[src/design/assert_macros.svh]
// Assertion helpers for the completion ring unit.
// Macros expect clk and arst_n to be visible at the point of use.
`ifndef ASSERT_MACROS_SVH
`define ASSERT_MACROS_SVH

// Same-cycle implication, disabled while reset is asserted.
`define MCCR_ASSERT_IMP(label, ante, cons, msg) \
	label: assert property (@(posedge clk) disable iff (!arst_n) (ante) |-> (cons)) \
		else $error(msg);

// Next-cycle implication, disabled while reset is asserted.
`define MCCR_ASSERT_NXT(label, ante, cons, msg) \
	label: assert property (@(posedge clk) disable iff (!arst_n) (ante) |=> (cons)) \
		else $error(msg);

`endif

[src/design/mccr_ram.sv]
// Single-port-write, single-port-read synchronous RAM with registered read data.
// Depends on nothing; used for the context table and the event store.
`default_nettype none

module mccr_ram #(
	parameter int DEPTH = 64,
	parameter int WIDTH = 8
) (
	input  wire logic                             clk,
	input  wire logic                             we,
	input  wire logic [((DEPTH > 1) ? $clog2(DEPTH) : 1)-1:0] waddr,
	input  wire logic [WIDTH-1:0]                 wdata,
	input  wire logic                             re,
	input  wire logic [((DEPTH > 1) ? $clog2(DEPTH) : 1)-1:0] raddr,
	output logic      [WIDTH-1:0]                 rdata
);

	logic [WIDTH-1:0] mem_q [DEPTH];

	always_ff @(posedge clk) begin
		if (we) begin
			mem_q[waddr] <= wdata;
		end
	end

	// hold read data until the next read
	always_ff @(posedge clk) begin
		if (re) begin
			rdata <= mem_q[raddr];
		end
	end

endmodule

`default_nettype wire

[config.mk]
export PLATFORM = sky130hd
export DESIGN_NAME = mccr_ram
export DESIGN_NICKNAME = d
export VERILOG_FILES = /design/src/design/assert_macros.svh /design/src/design/mccr_ram.sv
export SDC_FILE = /design/constraint.sdc
export NUM_CORES = 1
export LEC_CHECK = 0
export ABC_AREA = 1
export BUFFER_PORTS_ARGS = -buffer_cell sky130_fd_sc_hd__buf_4
export CORE_ASPECT_RATIO = 1.75
export CORE_UTILIZATION = 35
export CTS_BUF_LIST = sky130_fd_sc_hd__clkbuf_4 sky130_fd_sc_hd__clkbuf_8
export CTS_CLUSTER_SIZE = 14
export DETAILED_ROUTE_END_ITERATION = 8
export PLACE_DENSITY_LB_ADDON = 0.05
export SLEW_MARGIN = 20
export SYNTH_ARGS = -nofsm -noshare
export SYNTH_HDL_FRONTEND = slang
export SYNTH_SLANG_ARGS = --single-unit
export TNS_END_PERCENT = 20
[constraint.sdc]
create_clock -name clk -period 2.5 [get_ports clk]
set_input_delay 0.125 -clock clk [delete_from_list [all_inputs] [get_ports clk]]
set_output_delay 0.125 -clock clk [all_outputs]
set_load 0.05 [all_outputs]
==> flow_results.org <==
** Pwr
- The internal power of the cells totals 13.5 mW.
- Of the total power, the share spent switching nets is 0.244.
- Of the total power, the clock network draws 0.384.
- Dividing total power by cell area gives a power density of 729 mW/mm².
- Portion of total power attributed to combinational logic :: 0.074
- The analysis attributes to cell leakage a power of 8.94 nW.
- Of the total power, registers draw 0.542.
- Net switching power :: 4.36 mW
- Maximum resistive drop on vdd :: 0.416 mV

** Synth
- By area the synthesized netlist is led by sky130_fd_sc_hd__edfxtp_1, sky130_fd_sc_hd__nand2_1, sky130_fd_sc_hd__nand3_1.
- Of all flip-flops after synthesis, the portion carrying an async set or reset was 0.
- Synthesis produced 1805 cells.
- Post-Synthesis Cell Area :: 0.0214 mm²
- Number of register bits inferred by synthesis :: 520
- By area, the combinational part of the netlist is dominated by simple AND/OR/NAND/NOR gates.
- Portion of netlist area occupied by mux cells :: 0
- The largest total area in the synthesized netlist belongs to sky130_fd_sc_hd__edfxtp_1.
- Share of Yosys cell area claimed by the top area cell type :: 0.729
- Portion of the post-synthesis area used by sequential elements :: 0.729
- Mapped Avg Cell Area :: 11.9 µm²
- The number of nets handed over by synthesis was 1828.
- Adder-cell share of the synthesized area :: 0
- Of the total synthesized cell area, the portion taken by XOR and XNOR cells is 0.
- Of the total synthesized cell area, the portion taken by AND, OR, NAND and NOR gates is 0.231.
- Sorting the synthesized cells by how often they occur yields sky130_fd_sc_hd__nand2_1, sky130_fd_sc_hd__edfxtp_1, sky130_fd_sc_hd__nand3_1.
- Number of synthesis warnings :: 0
- Number of distinct library cells after synthesis :: 15
- Number of enable-type register cells in the synthesized netlist :: 520
- For this run, the leading register cell type out of synthesis is sky130_fd_sc_hd__edfxtp_1.
- Complex-gate fraction of the synthesized area :: 0
- Most used standard cell by instance count after synthesis :: sky130_fd_sc_hd__nand2_1

** Timing
- Sum of negative setup slack :: 0 ns
- Max-slew violation count :: 0
- The worst pin sits at a relative slew slack of 0.381.
- At the pin with the least slew margin, the transition time is 0.929 ns.
- The clock arrives with 0.0229 ns of skew.
- Dividing the final minimum period by the clock period gives 0.696.
- Based on the critical path, the design can be clocked at up to 0.575 GHz.
- Setup violations remaining at the end of the flow were counted as 0.
- Period minus WS final :: 1.74 ns
- Hold timing on the final database bottoms out at a slack of 0.0289 ns.
- Final count of hold timing violations :: 0
- Unrepaired setup endpoints after global routing :: no

** CTS
- Root buffer cell :: sky130_fd_sc_hd__clkbuf_8
- After clock tree synthesis, the flow added hold-fix buffers numbering 10.
- Number of clock sinks seen by CTS :: 520
- Clock latency at the later pin of the worst-skew pair :: 0.65 ns
- # H-tree levels :: 3
- Clock tree from TritonCTS :: yes
- The number of gates resized after CTS was 0.
- After clock tree synthesis, the clock-pin slew on the worst setup and hold paths is 0.07 ns.
- The clock passes through at most 3 buffers.
- The number of clock buffers added by TritonCTS is 80.
- Post-CTS setup buffer count :: 0

** Critical path
- Maximum net fanout on the critical path :: 56
- Class of the most critical setup path :: input port to flip-flop
- Required time at the worst-slack endpoint :: 3.02 ns
- Kind of capture point of the worst setup path :: flip-flop
- CP startpoint kind :: input port
- Arrival @ worst endpoint :: 2.26 ns

** Detailed routing
- The first TritonRoute pass finished after 6 iterations.
- Average detailed-routed wire length per instance :: 23.6 µm
- Detailed routing inserted a total of 13968 vias.
- After detailed routing, the total wire length is 65800 µm.
- After detailed routing, the number of remaining DRC violations is 0.
- Violation count after the first detailed-routing iteration :: 942
- In the routed layout, each cell is associated on average with a via count of 5.02.
- The detail route stage leaves a number of antenna-violating nets equal to 0.

** Floorplanning
- Initial Util :: 0.355
- In this run the horizontal extent of the chip is 189 µm.
- Area inside the core boundary :: 0.0603 mm²
- Measured along the y axis, the die boundary spans 329 µm.
- Die Area :: 0.0622 mm²
- Cell Rows :: 119
- I/O pin count :: 31

** Final layout
- For this run, the post-layout net count is 1958.
- After filler insertion, the fill cell instance count of the layout stands at 5810.
- For this run, the share of the core covered by cells in the final layout is 0.407.
- In the final layout, the share of cells above drive strength 1 is 0.137.
- Layout overhead on the synthesized area :: 14.6%

** Global route
- Total grt overflow :: 0
- Global router's overall resource usage :: 0.217
- Maximum number of pins on one net before global-route repair :: 104
- Vias in the first global route :: 14073
- The first global-routing pass estimated 96600 µm of wire.
- The number of antenna violations at the first check in global routing came to 1.

** Worst hold path
- The min-delay analysis places its worst path in the category input port to flip-flop.

** Placement
- Routability-driven placement finished with a final weighted congestion of 0.796.
- Half-perimeter wire length of the detailed placement result :: 41000 µm
- Number of port buffers :: 30

** Run
- Max Cap Viol :: 0

** Status
- The flow ran to the end, and the final reports show no timing, DRC or antenna violations.
-- area by class of cell --
class	count	area (µm²)	area share
clock buffer	104	1310	0.0532
multi-input combinational	1160	4950	0.202
tap	786	983	0.0401
timing repair buffer	161	1430	0.0582
sequential	520	15600	0.636
antenna	1	2.50	0.000102
clock inverter	39	198	0.00806
inverter	12	55.1	0.00224
-- power groups by stage --
stage	combinational [mW]	clock (mW)	sequential, mW
2_1_floorplan	0.678	0	9.91
3_3_place_gp	1.34	0	9.88
3_5_place_dp	1.34	0	9.88
4_1_cts	1.36	7.08	9.69
5_1_grt	1.44	7.42	9.69
6_report	1.32	6.87	9.69
-- logic make-up after synthesis --
| logic type | after synthesis |
|---|---|
| and+or+nand+nor | 1160 |
| DFF | 520 |
| buffers and inverters | 125 |
-- worst max-delay path, stage by stage --
cell                       delay, ns
sky130_fd_sc_hd__clkbuf_8       0.22
sky130_fd_sc_hd__inv_8          0.34
sky130_fd_sc_hd__buf_12         0.30
sky130_fd_sc_hd__buf_4          0.22
sky130_fd_sc_hd__nand2_1        0.07
sky130_fd_sc_hd__nand3_1        0.06
sky130_fd_sc_hd__nand3_1        0.10
sky130_fd_sc_hd__nand2_1        0.14
sky130_fd_sc_hd__nand2_1        0.06
sky130_fd_sc_hd__nand3_1        0.18
sky130_fd_sc_hd__nand3_1        0.19
sky130_fd_sc_hd__nand2_1        0.11
-- registers in the layout (all words and copies together), names as in the netlist --
| register | count |
|---|---|
| rdata | 8 |
| mem_q | 512 |
-- metrics by stage --
stage / total power [mW] / worst slack (ns) / cells / cell area, µm²
floorplan: 10.6 / 0.609 / 1805 / 21400
global placement: 11.2 / 0.0767 / 2629 / 22900
detailed placement: 11.2 / 0.0645 / 2629 / 22900
CTS: 18.1 / 0.764 / 2782 / 24500
global route: 18.5 / 0.673 / 2783 / 24500
finish: 17.9 / 0.761 / 2783 / 24500
-- final timing paths --
| kind | start | end | slack, ns | depth (start not counted) |
|---|---|---|---|---|
| max reg2reg | mem_q[63][1] | rdata[1] | 0.87 | 8 |
| max | raddr[0] | rdata[1] | 0.76 | 12 |
| min reg2reg | mem_q[12][6] | rdata[6] | 0.89 | 8 |
| min | wdata[5] | mem_q[3][5] | 0.03 | 1 |
-- routing by layer --
metal | up-vias | part of all wire | track usage
li1 | 6619 | - | -
met1 | 6890 | 0.39 | 0.246
met2 | 334 | 0.53 | 0.398
met3 | 125 | 0.042 | 0.0330
met4 | 0 | 0.039 | 0.0961
met5 | - | 0 | 0
-- layout by cell type, fill, tap and decap left out, drive strengths merged --
cell type and instances:
dlygate4sd3 10, diode 1, nand2 648, nor4 8, nand4 9, clkinv 35
edfxtp 520, nor2 56, buf 150, inv 13, clkbuf 105, nand3 439
bufinv 1, clkinvlp 2
Power figures use the tool's default switching activity.
