**src/design/assert_macros.svh**
```systemverilog
// Assertion helpers for the completion ring unit.
// Macros expect clk and arst_n to be visible at the point of use.
`ifndef ASSERT_MACROS_SVH
`define ASSERT_MACROS_SVH

// Same-cycle implication, disabled while reset is asserted.
`define MCCR_ASSERT_IMP(label, ante, cons, msg) \
	label: assert property (@(posedge clk) disable iff (!arst_n) (ante) |-> (cons)) \
		else $error(msg);

// Next-cycle implication, disabled while reset is asserted.
`define MCCR_ASSERT_NXT(label, ante, cons, msg) \
	label: assert property (@(posedge clk) disable iff (!arst_n) (ante) |=> (cons)) \
		else $error(msg);

`endif

```
**src/design/mccr_pkg.sv**
```systemverilog
// Shared constants, codes and control bundles for the completion ring unit.
// No dependencies.
`default_nettype none

package mccr_pkg;

	localparam int CONTEXTS_DEF   = 64;
	localparam int RING_DEPTH_DEF = 16;
	localparam int MIN_RING_DEF   = 8;
	localparam int MAX_RESULTS    = 16;

	localparam int OP_W   = 3;
	localparam int REQ_W  = 6;
	localparam int RREQ_W = 32;
	localparam int ME_W   = 16;
	localparam int WORD_W = 64;
	localparam int ST_W   = 2;
	localparam int DCNT_W = 5;

	localparam int SCAN_LANES = 8;

	localparam logic [OP_W-1:0] OP_SETUP   = 3'd0;
	localparam logic [OP_W-1:0] OP_DESTROY = 3'd1;
	localparam logic [OP_W-1:0] OP_PUSH    = 3'd2;
	localparam logic [OP_W-1:0] OP_CANCEL  = 3'd3;
	localparam logic [OP_W-1:0] OP_DRAIN   = 3'd4;

	localparam logic [ST_W-1:0] ST_OK      = 2'd0;
	localparam logic [ST_W-1:0] ST_INVALID = 2'd1;
	localparam logic [ST_W-1:0] ST_NO_CTX  = 2'd2;

	typedef struct packed {
		logic scan_start;
		logic set;
		logic clear;
	} live_ctl_t;

	typedef struct packed {
		logic done;
		logic found;
	} live_sts_t;

endpackage

`default_nettype wire

```
**src/design/mccr_live_table.sv**
```systemverilog
// Live flags of all context slots and the lowest-free-slot scanner.
// Depends on mccr_pkg.
`default_nettype none

module mccr_live_table #(
	parameter int CONTEXTS = mccr_pkg::CONTEXTS_DEF,
	parameter int CTX_W    = (CONTEXTS > 1) ? $clog2(CONTEXTS) : 1
) (
	input  wire logic                clk,
	input  wire logic                arst_n,
	input  wire mccr_pkg::live_ctl_t ctl,
	input  wire logic [CTX_W-1:0]    wr_idx,
	input  wire logic [CTX_W-1:0]    rd_idx,
	output logic                     rd_live,
	output mccr_pkg::live_sts_t      sts,
	output logic [CTX_W-1:0]         slot
);

	localparam int LANES  = mccr_pkg::SCAN_LANES;
	localparam int LANE_W = $clog2(LANES);
	localparam int CHUNKS = (CONTEXTS + LANES - 1) / LANES;
	localparam int CH_W   = (CHUNKS > 1) ? $clog2(CHUNKS) : 1;

	logic [CONTEXTS-1:0]     live_q;
	logic                    scanning_q;
	logic [CH_W-1:0]         chunk_q;
	logic [CHUNKS*LANES-1:0] free_pad;
	logic [LANES-1:0]        lane_free;
	logic [LANE_W-1:0]       lane;
	logic                    any_free;
	logic                    last_chunk;

	assign rd_live = live_q[rd_idx];

	// padding slots past the table never count as free
	always_comb begin
		free_pad = '0;
		free_pad[CONTEXTS-1:0] = ~live_q;
	end

	assign lane_free  = free_pad[chunk_q*LANES +: LANES];
	assign last_chunk = (chunk_q == CH_W'(CHUNKS - 1));

	always_comb begin
		any_free = 1'b0;
		lane     = '0;
		for (int j = LANES - 1; j >= 0; j--) begin
			if (lane_free[j]) begin
				any_free = 1'b1;
				lane     = LANE_W'(j);
			end
		end
	end

	assign sts.done  = scanning_q && (any_free || last_chunk);
	assign sts.found = scanning_q && any_free;
	assign slot      = CTX_W'({chunk_q, lane});

	always_ff @(posedge clk or negedge arst_n) begin
		if (!arst_n) begin
			live_q     <= '0;
			scanning_q <= 1'b0;
			chunk_q    <= '0;
		end else begin
			if (ctl.scan_start) begin
				scanning_q <= 1'b1;
				chunk_q    <= '0;
			end else if (scanning_q) begin
				if (sts.done) begin
					scanning_q <= 1'b0;
				end else begin
					chunk_q <= chunk_q + CH_W'(1);
				end
			end
			if (ctl.set) begin
				live_q[wr_idx] <= 1'b1;
			end else if (ctl.clear) begin
				live_q[wr_idx] <= 1'b0;
			end
		end
	end

endmodule

`default_nettype wire

```
**config.mk**
```make
export PLATFORM = sky130hd
export DESIGN_NAME = mccr_live_table
export DESIGN_NICKNAME = d
export VERILOG_FILES = /design/src/design/assert_macros.svh /design/src/design/mccr_pkg.sv /design/src/design/mccr_live_table.sv
export SDC_FILE = /design/constraint.sdc
export NUM_CORES = 1
export LEC_CHECK = 0
export BUFFER_PORTS_ARGS = -buffer_cell sky130_fd_sc_hd__clkbuf_2
export CORE_UTILIZATION = 55
export CTS_CLUSTER_DIAMETER = 40
export DETAILED_ROUTE_END_ITERATION = 10
export GPL_TIMING_DRIVEN = 0
export PLACE_DENSITY = 0.76
export SETUP_SLACK_MARGIN = 0.2
export SYNTH_ARGS = -nofsm -noshare
export SYNTH_HDL_FRONTEND = slang
export SYNTH_SLANG_ARGS = --single-unit
```
**constraint.sdc**
```tcl
create_clock -name clk -period 4.2 [get_ports clk]
set_input_delay 0.63 -clock clk [delete_from_list [all_inputs] [get_ports clk]]
set_output_delay 0.63 -clock clk [all_outputs]
set_load 0.02 [all_outputs]
```
==> flow_metrics.env <==
export IMPL_area_growth_pct=11.6
export IMPL_dr_pass1_iters=5
export IMPL_fin_worst_skew_ps=7.19
export IMPL_dp_slack_ps=392
export IMPL_initialDrtViolationCount=238
export IMPL_leakage_nw=2.03
export IMPL_dr_total_vias=3331
export IMPL_fin_nets=409
export IMPL_coreArea_um2=7410
export IMPL_num_rows=31
export IMPL_cts_inserted_buffers=9
export IMPL_min_path_type="primary input to asynchronous set/reset pin"
export IMPL_drc=0
export IMPL_outcome="completed"
export IMPL_place_gp_congestion=0.934
export IMPL_die_width_um=90.2
export IMPL_routed_wl_um=11200
export IMPL_synth_seq_area_share_pct=39.7
export IMPL_start_kind="primary input"
export IMPL_syn_nets=374
export IMPL_avgSynthCellArea_um2=12.1
export IMPL_finalHoldWorstSlack_ps=154
export IMPL_synthArstFlopShare_pct=100
export IMPL_first_global_vias=3363
export IMPL_fin_crit_sh_pct=92.6
export IMPL_holdBufCountCts=0
export IMPL_wire_per_inst_um=22.7
export IMPL_gr_total_overflow=0
export IMPL_worstSetupEndpointType="output port"
export IMPL_yosys_top_cells_area="dfrtp_1, mux2_2, mux4_2, mux4_1, nor2_1"
export IMPL_fmax_ghz=0.257
export IMPL_power_density_nw_per_um2=390
export IMPL_ys_warn_count=0
export IMPL_r2r_setup_slack_ps=1640
export IMPL_cp_required_ps=3570
export IMPL_setup_violations=0
export IMPL_rr_startpoint="chunk_q[2]"
export IMPL_ys_flop_type="dfrtp_1"
export IMPL_die_area_um2=8140
export IMPL_synth_cell_type_count=41
export IMPL_max_vdd_ir_drop_v=0.000315
export IMPL_maxSlewViolCount=0
export IMPL_clock_latency_ps=360
export IMPL_cts_root_buf="clkbuf_8"
export IMPL_vias_per_cell=6.74
export IMPL_synthCells=355
export IMPL_synth_edff_count=0
export IMPL_antenna_cells=0
export IMPL_grt_pass1_wl_um=18300
export IMPL_postCtsSetupBuffers=0
export IMPL_portBuffers=23
export IMPL_path_clk_slew_ps=90
export IMPL_ys_ff_latch=68
export IMPL_r2r_cells=9
export IMPL_grt_max_degree=53
export IMPL_clockBufferDepth=2
export IMPL_worst_slack_ps=312
export IMPL_hold_viol_final=0
export IMPL_antenna_found_initial=0
export IMPL_drive_gt1_share_pct=34.4
export IMPL_fp_dieH_um=90.2
export IMPL_synth_top_cell_by_area="dfrtp_1"
export IMPL_drv_cap=0
export IMPL_worst_pin_slew_ps=1180
export IMPL_start_util_pct=57.8
export IMPL_io_pins=26
export IMPL_drtAntennaViolNets=0
export IMPL_cp_max_fo=10
export IMPL_setup_total_negative_slack_ps=0
export IMPL_rsz0062_at_grt="false"
export IMPL_fin_crit_ps=3890
export IMPL_crit_type="primary input to output port"
export IMPL_r2r_end="chunk_q[1]"
export IMPL_yosysTopAreaCellShare_pct=39.7
export IMPL_hpwl_um=8150
export IMPL_htreeDepth=3
export IMPL_cts_sinks=68
export IMPL_syn_area_um2=4280
export IMPL_grt_use_total_pct=30.2
export IMPL_cts_tree="yes"
export IMPL_slew_headroom_pct=21.1
export IMPL_crit_path_start="rd_idx[1]"
export IMPL_critPathArrivalTime_ps=3260
export IMPL_cts_repair_resized=0
-- cells in the final DEF, fill, tap and decap left out, types with 2 or more instances in the layout --
master | synthesis | routed
o21ai_1 | 4 | 4
mux2i_1 | 6 | 6
or2_2 | 2 | 2
dfrtp_1 | 68 | 68
clkbuf_8 | 0 | 9
buf_4 | 4 | 4
clkbuf_2 | 0 | 22
a21oi_1 | 7 | 7
nor4_2 | 1 | 2
bufinv_16 | 0 | 2
and3_1 | 2 | 2
ha_1 | 2 | 2
and3b_1 | 2 | 2
nand2_1 | 30 | 30
clkbuf_1 | 16 | 16
nand3_1 | 9 | 9
nor3_1 | 2 | 2
and2_1 | 4 | 4
inv_6 | 0 | 2
mux4_1 | 11 | 11
mux2_2 | 59 | 59
mux2_1 | 9 | 9
nor2b_1 | 5 | 5
nor2_1 | 59 | 59
nand3b_1 | 4 | 4
nand4_1 | 4 | 4
mux4_2 | 26 | 26
inv_1 | 2 | 2
-- synth_stat cells (2+ instances only) --
cell type and n:
and3b_1 2, mux2_2 59, inv_1 2, nor2b_1 5, a21oi_1 7, nand4_1 4, and2_1 4, buf_4 4
and3_1 2, mux4_2 26, nor2_1 59, nand3_1 9, dfrtp_1 68, nand2_1 30, mux2_1 9, mux2i_1 6
clkbuf_1 16, or2_2 2, nor3_1 2, ha_1 2, o21ai_1 4, nand3b_1 4, mux4_1 11
-- kinds of logic after synthesis --
family | count (synthesis) | share of synthesized area [%]
compound gates | 20 | 3.04
mux | 111 | 39.7
flops | 68 | 39.7
simple gates | 129 | 13.8
buf+inv | 25 | 3.13
fa+ha+maj | 2 | 0.584
-- worst max-delay path by stage --
stage,endpoint,slack [ps],cells past startpoint
floorplan,rd_live,1070,5
global placement,rd_live,490,6
detailed placement,rd_live,390,6
CTS,rd_live,390,6
global route,rd_live,350,6
finish,rd_live,310,6
-- through the flow --
step	utilization, %	cell area [um^2]	total power, mW	cells
2_1_floorplan	-	4280	1.10	355
3_3_place_gp	61.0	4520	1.22	477
3_5_place_dp	61.5	4560	1.24	478
4_1_cts	64.5	4780	1.86	494
5_1_grt	64.5	4780	1.93	494
6_report	64.5	4780	1.86	494
-- metal layers --
| layer | track usage (%) | vias to the layer above | part of all wire [%] |
|---|---|---|---|
| met5 | 0 | - | 0 |
| met3 | 9.05 | 30 | 10 |
| li1 | - | 1389 | - |
| met2 | 44.3 | 191 | 47 |
| met4 | 13.8 | 0 | 3.3 |
| met1 | 41.5 | 1721 | 40 |
-- where the power goes --
part / switching, mW / internal [mW]
registers: 0.108 / 0.763
clock network: 0.286 / 0.338
logic: 0.155 / 0.215
-- cell type report --
cell class | count | area (um^2)
clock buffer | 9 | 124
tap | 99 | 124
fill | 561 | 2630
timing repair buffer | 24 | 145
inverter | 2 | 7.51
multi-input combinational | 262 | 2450
sequential | 68 | 1700
clock inverter | 7 | 98.8
buffer | 23 | 126
-- worst max-delay path, stage by stage --
cell and delay, ps:
clkbuf_1 400, clkbuf_1 590, mux4_1 440, mux4_2 540
mux4_2 480, clkbuf_2 170
No activity file was read; power rests on OpenSTA's default activity.
